$ cat config.mk
export PLATFORM = sky130hd
export DESIGN_NAME = load_cell_frame_weigher
export DESIGN_NICKNAME = d
export VERILOG_FILES = /design/src/rtl/lcfw_pkg.sv /design/src/rtl/load_cell_frame_weigher.sv /design/src/rtl/lcfw_front.sv /design/src/rtl/lcfw_frame_q.sv /design/src/rtl/lcfw_back.sv
export VERILOG_INCLUDE_DIRS = /design/src /design/src/rtl
export SDC_FILE = /design/constraint.sdc
export NUM_CORES = 2
export LEC_CHECK = 0
export BUFFER_PORTS_ARGS = -buffer_cell sky130_fd_sc_hd__buf_2
export CAP_MARGIN = 20
export CORE_MARGIN = 2
export CORE_UTILIZATION = 30
export DETAILED_ROUTE_END_ITERATION = 8
export PLACE_DENSITY_LB_ADDON = 0.25
export SYNTH_ARGS = -nofsm -noshare
export SYNTH_HDL_FRONTEND = slang
export SYNTH_SLANG_ARGS = --single-unit
$ cat constraint.sdc
create_clock -name clk -period 9.13 [get_ports clk]
set_input_delay 0.4565 -clock clk [delete_from_list [all_inputs] [get_ports clk]]
set_output_delay 0.4565 -clock clk [all_outputs]
set_load 0.1 [all_outputs]
$ cat src/rtl/load_cell_frame_weigher_macros.svh
`ifndef LOAD_CELL_FRAME_WEIGHER_MACROS_SVH
`define LOAD_CELL_FRAME_WEIGHER_MACROS_SVH

// Same-cycle check: cons must hold whenever ante holds.
`define LCFW_ASSERT_NOW(label, ante, cons) \
  label: assert property (@(posedge clk) disable iff (!rst_n) (ante) |-> (cons)) \
    else $error("lcfw check failed");

// Next-cycle check: cons must hold in the cycle after ante.
`define LCFW_ASSERT_NEXT(label, ante, cons) \
  label: assert property (@(posedge clk) disable iff (!rst_n) (ante) |=> (cons)) \
    else $error("lcfw check failed");

`endif

$ cat src/rtl/lcfw_pkg.sv
package lcfw_pkg;

  localparam int CELL_COUNT_MAX = 8;
  localparam int NUM_ZERO_REGS  = 8;

  localparam logic [7:0] HEAD_BYTE = 8'h00;
  localparam logic [7:0] CR_BYTE   = 8'h0D;
  localparam logic [7:0] LF_BYTE   = 8'h0A;

  // x/100 = (x/4)/25; (x/4) < 2^24, so /25 is a multiply by ceil(2^29/25) and a shift
  localparam logic [24:0] RECIP_25    = 25'd21474837;
  localparam int          RECIP_SHIFT = 29;

  localparam logic [21:0] TOTAL_MAX = 22'h3FFFFF;

  typedef struct packed {
    logic [23:0] raw_count;
    logic [2:0]  cell_index;
    logic        frame_ok;
    logic        round_last;
    logic        round_clear;
  } frame_rec_t;

  typedef struct packed {
    logic       push;
    frame_rec_t rec;
  } fq_wr_t;

  typedef struct packed {
    logic       empty;
    logic       full;
    frame_rec_t rec;
  } fq_rd_t;

  typedef struct packed {
    logic [18:0] cell_weight;
    logic        frame_bad;
    logic [21:0] round_total;
    logic        round_done;
    logic        round_bad;
  } result_t;

endpackage

$ cat src/rtl/load_cell_frame_weigher.sv
// channel  | handshake        | payload
// ---------+------------------+-----------------------------------------------
// input    | in_push/in_full  | in_rx_byte, in_cell_index, in_frame_first,
//          |                  | in_round_first, in_round_last
// result   | out_pop/out_empty| out_cell_weight, out_frame_bad, out_round_total,
//          |                  | out_round_done, out_round_bad
// config   | cfg_we           | cfg_addr (0..7 = cell zero count), cfg_wdata
//
// One byte item is taken per cycle while in_full is low; the sixth byte of a
// frame queues a frame record (four deep) for the weighing pipeline.
// A result reaches the out_ ports through the frame record queue and the
// stages tare subtract, times three, reciprocal multiply for /100, accumulate.
// The pipeline stalls only when the two-entry result queue is full; in_full
// rises only when the frame record queue is full.
// Synchronous reset clears control state and the zero counts; no clear pass.
`include "load_cell_frame_weigher_macros.svh"

module load_cell_frame_weigher (
  input  logic        clk,
  input  logic        rst_n,
  input  logic        in_push,
  output logic        in_full,
  input  logic [7:0]  in_rx_byte,
  input  logic [2:0]  in_cell_index,
  input  logic        in_frame_first,
  input  logic        in_round_first,
  input  logic        in_round_last,
  output logic        out_empty,
  input  logic        out_pop,
  output logic [18:0] out_cell_weight,
  output logic        out_frame_bad,
  output logic [21:0] out_round_total,
  output logic        out_round_done,
  output logic        out_round_bad,
  input  logic        cfg_we,
  input  logic [2:0]  cfg_addr,
  input  logic [23:0] cfg_wdata
);

  lcfw_pkg::fq_wr_t  fq_wr;
  lcfw_pkg::fq_rd_t  fq_rd;
  lcfw_pkg::result_t res;
  logic              fq_pop;
  logic              accept;

  assign in_full = fq_rd.full;
  assign accept  = in_push && !in_full;

  lcfw_front u_front (
    .clk            (clk),
    .rst_n          (rst_n),
    .accept         (accept),
    .in_rx_byte     (in_rx_byte),
    .in_cell_index  (in_cell_index),
    .in_frame_first (in_frame_first),
    .in_round_first (in_round_first),
    .in_round_last  (in_round_last),
    .fq_wr          (fq_wr)
  );

  lcfw_frame_q u_frame_q (
    .clk   (clk),
    .rst_n (rst_n),
    .fq_wr (fq_wr),
    .pop   (fq_pop),
    .fq_rd (fq_rd)
  );

  lcfw_back u_back (
    .clk       (clk),
    .rst_n     (rst_n),
    .cfg_we    (cfg_we),
    .cfg_addr  (cfg_addr),
    .cfg_wdata (cfg_wdata),
    .fq_rd     (fq_rd),
    .fq_pop    (fq_pop),
    .res_pop   (out_pop),
    .res_empty (out_empty),
    .res       (res)
  );

  assign out_cell_weight = res.cell_weight;
  assign out_frame_bad   = res.frame_bad;
  assign out_round_total = res.round_total;
  assign out_round_done  = res.round_done;
  assign out_round_bad   = res.round_bad;

  `LCFW_ASSERT_NOW(a_no_pop_empty, fq_rd.empty, !fq_pop)
  `LCFW_ASSERT_NOW(a_push_has_room, fq_wr.push, !fq_rd.full)
  `LCFW_ASSERT_NOW(a_bad_weighs_zero, !out_empty && out_frame_bad,
                   out_cell_weight == 19'd0 && out_round_bad)
  `LCFW_ASSERT_NOW(a_total_only_clean, !out_empty && out_round_total != 22'd0,
                   out_round_done && !out_round_bad)

endmodule

$ cat src/rtl/lcfw_front.sv
module lcfw_front (
  input  logic                clk,
  input  logic                rst_n,
  input  logic                accept,
  input  logic [7:0]          in_rx_byte,
  input  logic [2:0]          in_cell_index,
  input  logic                in_frame_first,
  input  logic                in_round_first,
  input  logic                in_round_last,
  output lcfw_pkg::fq_wr_t    fq_wr
);

  localparam logic [2:0] POS_HEAD = 3'd0;
  localparam logic [2:0] POS_LOW  = 3'd1;
  localparam logic [2:0] POS_MID  = 3'd2;
  localparam logic [2:0] POS_HIGH = 3'd3;
  localparam logic [2:0] POS_CR   = 3'd4;
  localparam logic [2:0] POS_LF   = 3'd5;
  localparam logic [2:0] POS_IDLE = 3'd6;

  logic [2:0]  pos_r, pos_nxt;
  logic [23:0] raw_r, raw_nxt;
  logic        ok_r, ok_nxt;
  logic        clr_r, clr_nxt;
  logic [2:0]  slot;
  logic        ok_cur, clr_cur, cell_ok;

  assign cell_ok = {1'b0, in_cell_index} < 4'(lcfw_pkg::CELL_COUNT_MAX);

  always_comb begin
    pos_nxt = pos_r;
    raw_nxt = raw_r;
    ok_nxt  = ok_r;
    clr_nxt = clr_r;
    slot    = pos_r;
    ok_cur  = ok_r;
    clr_cur = clr_r;
    fq_wr.push                 = 1'b0;
    fq_wr.rec.raw_count        = raw_r;
    fq_wr.rec.cell_index       = in_cell_index;
    fq_wr.rec.frame_ok         = 1'b0;
    fq_wr.rec.round_last       = in_round_last;
    fq_wr.rec.round_clear      = clr_r;
    if (accept) begin
      if (in_frame_first) begin
        slot    = POS_HEAD;
        ok_cur  = 1'b1;
        raw_nxt = '0;
        if (in_round_first) clr_cur = 1'b1;
      end
      ok_nxt  = ok_cur;
      clr_nxt = clr_cur;
      case (slot)
        POS_HEAD: begin
          if (in_rx_byte != lcfw_pkg::HEAD_BYTE) ok_nxt = 1'b0;
          pos_nxt = POS_LOW;
        end
        POS_LOW: begin
          raw_nxt[7:0] = in_rx_byte;
          pos_nxt = POS_MID;
        end
        POS_MID: begin
          raw_nxt[15:8] = in_rx_byte;
          pos_nxt = POS_HIGH;
        end
        POS_HIGH: begin
          raw_nxt[23:16] = in_rx_byte;
          pos_nxt = POS_CR;
        end
        POS_CR: begin
          if (in_rx_byte != lcfw_pkg::CR_BYTE) ok_nxt = 1'b0;
          pos_nxt = POS_LF;
        end
        POS_LF: begin
          fq_wr.push            = 1'b1;
          fq_wr.rec.frame_ok    = ok_cur && cell_ok && (in_rx_byte == lcfw_pkg::LF_BYTE);
          fq_wr.rec.round_clear = clr_cur;
          clr_nxt = 1'b0;
          pos_nxt = POS_IDLE;
        end
        default: ; // stray byte between frames
      endcase
    end
  end

  always_ff @(posedge clk) begin
    if (!rst_n) begin
      pos_r <= POS_IDLE;
      ok_r  <= 1'b1;
      clr_r <= 1'b0;
    end else begin
      pos_r <= pos_nxt;
      ok_r  <= ok_nxt;
      clr_r <= clr_nxt;
    end
    raw_r <= raw_nxt;
  end

endmodule

$ cat src/rtl/lcfw_frame_q.sv
module lcfw_frame_q (
  input  logic               clk,
  input  logic               rst_n,
  input  lcfw_pkg::fq_wr_t   fq_wr,
  input  logic               pop,
  output lcfw_pkg::fq_rd_t   fq_rd
);

  lcfw_pkg::frame_rec_t mem_r [4];
  logic [1:0] wr_ptr_r, rd_ptr_r;
  logic [2:0] cnt_r, cnt_nxt;
  logic       do_pop;

  assign do_pop      = pop && (cnt_r != 3'd0);
  assign fq_rd.empty = (cnt_r == 3'd0);
  assign fq_rd.full  = (cnt_r == 3'd4);
  assign fq_rd.rec   = mem_r[rd_ptr_r];

  always_comb begin
    cnt_nxt = cnt_r;
    if (fq_wr.push && !do_pop) cnt_nxt = cnt_r + 3'd1;
    if (!fq_wr.push && do_pop) cnt_nxt = cnt_r - 3'd1;
  end

  always_ff @(posedge clk) begin
    if (!rst_n) begin
      wr_ptr_r <= '0;
      rd_ptr_r <= '0;
      cnt_r    <= '0;
    end else begin
      cnt_r <= cnt_nxt;
      if (fq_wr.push) wr_ptr_r <= wr_ptr_r + 2'd1;
      if (do_pop) rd_ptr_r <= rd_ptr_r + 2'd1;
    end
    if (fq_wr.push) mem_r[wr_ptr_r] <= fq_wr.rec;
  end

endmodule

$ cat src/rtl/lcfw_back.sv
module lcfw_back (
  input  logic                 clk,
  input  logic                 rst_n,
  input  logic                 cfg_we,
  input  logic [2:0]           cfg_addr,
  input  logic [23:0]          cfg_wdata,
  input  lcfw_pkg::fq_rd_t     fq_rd,
  output logic                 fq_pop,
  input  logic                 res_pop,
  output logic                 res_empty,
  output lcfw_pkg::result_t    res
);

  logic [23:0] zc_r [lcfw_pkg::NUM_ZERO_REGS];

  // pipeline: s1 tared diff, s2 three quarters, s3 weight, then accumulate
  logic        adv;
  logic        v1_r, v2_r, v3_r;
  logic [23:0] d1_r;
  logic [23:0] n2_r;
  logic [18:0] w3_r;
  logic [2:0]  f1_r, f2_r, f3_r; // {frame_ok, round_last, round_clear}

  logic [23:0] zc_sel;
  logic [25:0] triple;
  logic [48:0] prod;

  logic [21:0] tot_r, tot_nxt, tot_base;
  logic        err_r, err_nxt, err_cur;
  logic [22:0] sum;
  logic [21:0] tot_cur;
  lcfw_pkg::result_t res_new;

  lcfw_pkg::result_t oq_mem_r [2];
  logic       oq_wr_r, oq_rd_r;
  logic [1:0] oq_cnt_r, oq_cnt_nxt;
  logic       oq_full, oq_push, oq_pop;

  assign oq_full = (oq_cnt_r == 2'd2);
  assign adv     = !oq_full;
  assign fq_pop  = adv && !fq_rd.empty;

  assign zc_sel = zc_r[fq_rd.rec.cell_index];
  assign triple = 26'(d1_r) + {1'b0, d1_r, 1'b0};
  assign prod   = 49'(n2_r) * 49'(lcfw_pkg::RECIP_25);

  always_ff @(posedge clk) begin
    if (!rst_n) begin
      for (int i = 0; i < lcfw_pkg::NUM_ZERO_REGS; i++) zc_r[i] <= '0;
    end else if (cfg_we) begin
      zc_r[cfg_addr] <= cfg_wdata;
    end
  end

  always_ff @(posedge clk) begin
    if (!rst_n) begin
      v1_r <= 1'b0;
      v2_r <= 1'b0;
      v3_r <= 1'b0;
    end else if (adv) begin
      v1_r <= fq_pop;
      v2_r <= v1_r;
      v3_r <= v2_r;
    end
    if (adv) begin
      if (fq_rd.rec.frame_ok && (fq_rd.rec.raw_count > zc_sel)) begin
        d1_r <= fq_rd.rec.raw_count - zc_sel;
      end else begin
        d1_r <= '0;
      end
      f1_r <= {fq_rd.rec.frame_ok, fq_rd.rec.round_last, fq_rd.rec.round_clear};
      n2_r <= triple[25:2];
      f2_r <= f1_r;
      w3_r <= prod[lcfw_pkg::RECIP_SHIFT +: 19];
      f3_r <= f2_r;
    end
  end

  always_comb begin
    tot_base = f3_r[0] ? '0 : tot_r;
    err_cur  = f3_r[0] ? 1'b0 : err_r;
    sum      = 23'(tot_base) + 23'(w3_r);
    tot_cur  = tot_base;
    if (f3_r[2]) begin
      tot_cur = sum[22] ? lcfw_pkg::TOTAL_MAX : sum[21:0];
    end else begin
      err_cur = 1'b1;
    end
    res_new.cell_weight = w3_r;
    res_new.frame_bad   = !f3_r[2];
    res_new.round_total = (f3_r[1] && !err_cur) ? tot_cur : '0;
    res_new.round_done  = f3_r[1];
    res_new.round_bad   = err_cur;
    oq_push = v3_r && adv;
    tot_nxt = tot_r;
    err_nxt = err_r;
    if (oq_push) begin
      tot_nxt = f3_r[1] ? '0 : tot_cur;
      err_nxt = f3_r[1] ? 1'b0 : err_cur;
    end
  end

  always_ff @(posedge clk) begin
    if (!rst_n) begin
      tot_r <= '0;
      err_r <= 1'b0;
    end else begin
      tot_r <= tot_nxt;
      err_r <= err_nxt;
    end
  end

  // result queue doubles as the output register stage
  assign oq_pop    = res_pop && (oq_cnt_r != 2'd0);
  assign res_empty = (oq_cnt_r == 2'd0);
  assign res       = oq_mem_r[oq_rd_r];

  always_comb begin
    oq_cnt_nxt = oq_cnt_r;
    if (oq_push && !oq_pop) oq_cnt_nxt = oq_cnt_r + 2'd1;
    if (!oq_push && oq_pop) oq_cnt_nxt = oq_cnt_r - 2'd1;
  end

  always_ff @(posedge clk) begin
    if (!rst_n) begin
      oq_wr_r  <= 1'b0;
      oq_rd_r  <= 1'b0;
      oq_cnt_r <= '0;
    end else begin
      oq_cnt_r <= oq_cnt_nxt;
      if (oq_push) oq_wr_r <= !oq_wr_r;
      if (oq_pop) oq_rd_r <= !oq_rd_r;
    end
    if (oq_push) oq_mem_r[oq_wr_r] <= res_new;
  end

endmodule
# Word level (Yosys, flattened, before mapping)

Memories as Yosys holds them, arrays and structs flattened. A register that Yosys moved wholly into a read port is not among the register bits.
Cells that the tools add are included.

Register bits: 142
Bits in latches: 0
RAM bits: 400
Bits in read-only memories: 0
Input port bits: 46
Output and inout port bits: 46
Word-level logic and storage cells: 134
Memories kept: 3

Add/sub/neg operators: 9
$mul: 1
Divide/modulo/power cells: 0
Magnitude comparators: 1
Equal/unequal tests: 9
Shifts and indexed selects: 0
Muxes and demuxes: 48
Bitwise logic cells: 0
Reduce and logical (&&, ||, !) cells: 40

Memory list:

| name            | words | bits a word | rd ports | clocked after memory_dff | write ports | line              | text |
|---|---|---|---|---|---|---|---|
| u_back.zc_r     | 8     | 24          | 1        | 0                        | 8           | lcfw_back.sv:14   | `logic [23:0] zc_r [lcfw_pkg::NUM_ZERO_REGS];` |
| u_frame_q.mem_r | 4     | 30          | 1        | 1                        | 1           | lcfw_frame_q.sv:9 | `lcfw_pkg::frame_rec_t mem_r [4];` |
| u_back.oq_mem_r | 2     | 44          | 1        | 1                        | 1           | lcfw_back.sv:34   | `lcfw_pkg::result_t oq_mem_r [2];` |

Operators with widths:

| operator                                                               | number |
|---|---|
| 22-bit two-way mux                                                     | 5 |
| 24-bit by 25-bit multiplier with 48-bit output (second input constant) | 1 |
| 24-bit two-way mux                                                     | 2 |
| 1-bit two-way mux                                                      | 27 |
| 24-bit by 25-bit adder with 26-bit output                              | 1 |
| 24-bit > comparator                                                    | 1 |
| 8-bit two-way mux                                                      | 3 |
| 24-bit OR reduction                                                    | 1 |
| 24-bit subtractor                                                      | 1 |
| 22-bit by 19-bit adder with 23-bit output                              | 1 |
| 3-bit case mux with 6 select lines                                     | 1 |
| 3-bit two-way mux                                                      | 5 |
| 1-bit logical AND                                                      | 12 |
| 2-bit nonzero test                                                     | 6 |
| 1-bit zero test                                                        | 11 |
| 3-bit equality test (second input constant)                            | 3 |
| 8-bit by 4-bit equality test with 1-bit output (second input constant) | 1 |
| 2-bit two-way mux                                                      | 4 |
| 8-bit by 4-bit != test with 1-bit output (second input constant)       | 1 |
| 2-bit AND reduction                                                    | 4 |
| 8-bit nonzero test                                                     | 1 |
| 2-bit by 1-bit adder with 2-bit output (second input constant)         | 3 |
| 3-bit by 2-bit equality test with 1-bit output (second input constant) | 2 |
| 3-bit zero test                                                        | 2 |
| 9 further kinds                                                        | 9 |

# Logic depth before layout (Yosys ltp)

Depth after elaboration: 10
Mapped depth: 26
Gate-level depth less buffers: 26

# By module

From an unflattened synthesis, not the netlist that was laid out.

Cell total of the unflattened synthesis: 2658
Area, all modules: 34384.2 µm²

By module, submodules not included:

| module                  | times used | cells an instance | area an instance (µm²) | sequential area each (µm²) |
|---|---|---|---|---|
| lcfw_back               | 1          | 2358              | 28277.1                | 11310.8 |
| lcfw_frame_q            | 1          | 205               | 4797.1                 | 3783.6 |
| lcfw_front              | 1          | 94                | 1296.2                 | 820.8 |
| load_cell_frame_weigher | 1          | 1                 | 13.8                   | 0.0 |

# Worst setup path after synthesis

No wires, ideal clock.

Path type: flip-flop to flip-flop
From: register u_back.n2_r[7]
To: register u_back.w3_r[18], data pin
Library setup time: 0.260 ns
Arrival time: 6.266 ns
Setup slack: 2.605 ns
Cell stages (with the launch flop): 25
Cell sequence: edfxtp_1 -> inv_1 -> fa_1 -> inv_1 -> fa_1 -> inv_1 -> fa_1 -> inv_1 -> fa_1 -> fa_1 -> fa_1 -> inv_1 -> fa_1 -> inv_1 -> ha_1 -> nand3_1 -> nor2_1 -> a41oi_1 -> and3_1 -> o31ai_2 -> a221oi_2 -> a2111oi_2 -> o21a_1 -> nor2_1 -> xnor2_1

Cells in the longest elaborated chain, start to end: 1

Ends and longest elaborated chain:

| element                                        | line            | text |
|---|---|---|
| start: declaration                             | lcfw_back.sv:20 | `logic [23:0] n2_r;` |
| start signal: assignment                       | lcfw_back.sv:72 | `n2_r <= triple[25:2];` |
| 24-bit by 25-bit multiplier with 48-bit output | lcfw_back.sv:45 | `assign prod = 49'(n2_r) * 49'(lcfw_pkg::RECIP_25);` |
| net u_back.prod[47]                            | lcfw_back.sv:26 | `logic [48:0] prod;` |
| end signal: assignment                         | lcfw_back.sv:74 | `w3_r <= prod[lcfw_pkg::RECIP_SHIFT +: 19];` |
| end: declaration                               | lcfw_back.sv:21 | `logic [18:0] w3_r;` |

The timed path passes the listed nets, and every way through them passes these cells.
A chain may end at the register's enable or synchronous reset.

# Final worst setup path

Same ends and word-level chain as after synthesis.

==> results.toml <==
[critical_path]
critPathTopFamily = "adder cells"
crit_arrival_ns = 7.52
r2r-end = "u_back.w3_r[18]"
crit_path_end_kind = "register"
cp_max_fo = 8
cp_cell_sequence = "inv_1, fa_1, inv_1, fa_1, inv_1, fa_1, inv_1, fa_1, fa_1, fa_1, inv_1, fa_1, inv_1, ha_1, nand3_1, nor2_1, a41oi_1, and3_1, o31ai_2, a221oi_2, a2111oi_2, o21a_1, nor2_1, xnor2_1"
cp_slowest_cell = "edfxtp_1"
reg2reg_depth = 24
reg2reg_slack_ns = 1.97
cp.required_ns = 9.49
slowest_delay_ns = 0.56
path_buf_inv = 6
crit_cells = 24
worst-setup-path-type = "register to register"
crit_path_frequent_cell = "fa_1"
worstReg2RegStart = "u_back.n2_r[7]"
startpoint_type = "register"

[cells_and_area]
syn2layout_area_growth_pct = 13.66
nets = 3244
final_cell_mix = "edfxtp_1 (500), inv_1 (321), ha_1 (321)"
drive_above_1_share_pct = 13.98
diodes = 0
final_common_cell = "edfxtp_1"

[timing]
hold_viol = 0
finalSetupViolations = 0
slew_headroom_pct = 33.82
tns_ns = 0
worst_pin_slew_ns = 0.9928
drv_slew = 0
finalClockSkew_ns = 0.02467
rsz0062_at_grt = "no"
post-route-min-period_ns = 7.163
fmax_mhz = 139.6
finalCritPeriodShare_pct = 78.46

[grt]
grt_pass1_vias = 20370
grt_pass1_wl_um = 126500
grt_overflow = 0
grt_usage_pct = 14.43
grt_max_degree = 52
antenna_found_initial = 5

[drt]
ant_nets = 0
wl_per_cell_um = 19.41
dr.first_iter.drc_count = 1261
vias_per_cell = 4.566
drt_first_pass_iters = 5
wl_um = 81790
drc = 0
vias = 19238

[clock_network]
root_buffer = "clkbuf_16"
hold_buffers = 0
cts_resized = 0
htree_num_levels = 3
postCtsSetupRepairBufs = 0
clk_latency_ns = 0.62
numCtsBuffers = 66
cts_tree = "built"
cts_buffer_depth = 3
cts_sinks = 545
clk_pin_slew_ns = 0.06

[floorplan]
rows = 122
die_h_um = 339.1
die_x_um = 339.1
ioPinCount = 92
core_um2 = 111000
initial_core_util_pct = 30.35
die_area_um2 = 115000

[yosys]
syn_area_um2 = 33680
ys_async_sr_fraction_pct = 0
synthFlopType = "edfxtp_1"
synth.ff_latch_count = 545
synth_seq_area_share_pct = 47.25
synth_nets = 3111
yosys_warnings = 0
synth_edf_count = 500
ys_types = 73
syn_inst = 2540
syn_avg_cell_area_um2 = 13.26

[placed_design]
io_buffers = 91
detailed_place_hpwl_um = 59200
gp_congestion = 0.8655

[hold_path]
hold_end = "u_frame_q.mem_r[3][4]"
holdCritPathClass = "input port to register"
hold_start = "in_cell_index[1]"
holdPathStages = 1

[job]
drv_cap = 0

[outcome]
status = "complete, no violations"
-- flip-flops by register name (all words and copies together), names as in the netlist, 19 cells and up, named ones only --
register,flops
u_back.d1_r,24
u_back.n2_r,24
u_back.oq_mem_r,88
u_back.tot_r,22
u_back.w3_r,19
u_back.zc_r,192
u_frame_q.mem_r,120
u_front.raw_r,24
-- synth_stat cells, types with 33 or more instances --
cell | instances | area [um^2]
fa_1 | 204 | 4084
and2_1 | 225 | 1408
edfxtp_1 | 500 | 15010
xnor2_1 | 49 | 429.2
nor2_1 | 115 | 431.7
a21o_1 | 48 | 360.4
nor3_1 | 33 | 165.2
a21oi_1 | 83 | 415.4
o21ai_0 | 59 | 295.3
mux4_2 | 78 | 1757
mux2_2 | 45 | 506.7
nand2_1 | 58 | 217.7
dfxtp_1 | 45 | 900.9
inv_1 | 322 | 1209
clkbuf_1 | 41 | 153.9
ha_1 | 321 | 4016
-- routing by layer --
| layer | part of all wire (%) | global-route usage, % | vias up |
|---|---|---|---|
| met5 | 0.042 | 0 | - |
| met4 | 2.1 | 3.769 | 6 |
| met3 | 4.7 | 2.568 | 102 |
| met2 | 47 | 23.54 | 345 |
| met1 | 46 | 19.74 | 9519 |
| li1 | - | - | 9266 |
-- through the flow --
step,utilization (%),setup WS [ns],hold slack [ns],std cells,area [um^2]
2_1_floorplan,-,2.605,0.4003,2540,33680
3_3_place_gp,32.49,1.997,0.4073,4093,36060
3_5_place_dp,32.49,1.921,0.4093,4093,36060
4_1_cts,34.50,1.899,0.03034,4213,38280
5_1_grt,34.50,1.438,0.04870,4213,38280
6_report,34.50,1.967,0.06463,4213,38280
-- worst max-delay path by stage --
stage | from | end | slack [ns]
after floorplan | u_back.n2_r[7] | u_back.w3_r[18] | 2.60
after global placement | u_back.n2_r[7] | u_back.w3_r[18] | 2.00
after detailed placement | u_back.n2_r[7] | u_back.w3_r[18] | 1.92
after CTS | u_back.n2_r[7] | u_back.w3_r[18] | 1.90
after global routing | u_back.n2_r[7] | u_back.w3_r[18] | 1.44
final | u_back.n2_r[7] | u_back.w3_r[18] | 1.97
-- cells by family (layout without fill, tap and decap cells) --
group                    count (synthesis)  after routing  share of synthesized area (%)
adder cells (fa/ha/maj)                525            525                          24.05
AO/OA/AOI/OAI                          295            295                          5.725
multiplexers                           146            146                          7.404
XOR/XNOR                                80             80                          2.080
AND/OR/NAND/NOR                        563            563                          9.098
buffers and inverters                  386            571                          4.391
flip-flops                             545            545                          47.25
-- final cells by class --
cell class                      count  area (um^2)
Tap cell                         1488         1862
Clock inverter                     35        444.2
Fill cell                       10931        72690
Sequential cell                   545        15920
Clock buffer                       85         1775
Timing Repair Buffer              129        740.7
Inverter                          322         1210
Multi-Input combinational cell   1609        16330
Power is not shown: default switching activity piles up to over one toggle a cycle in this logic, so the estimate is an artifact.
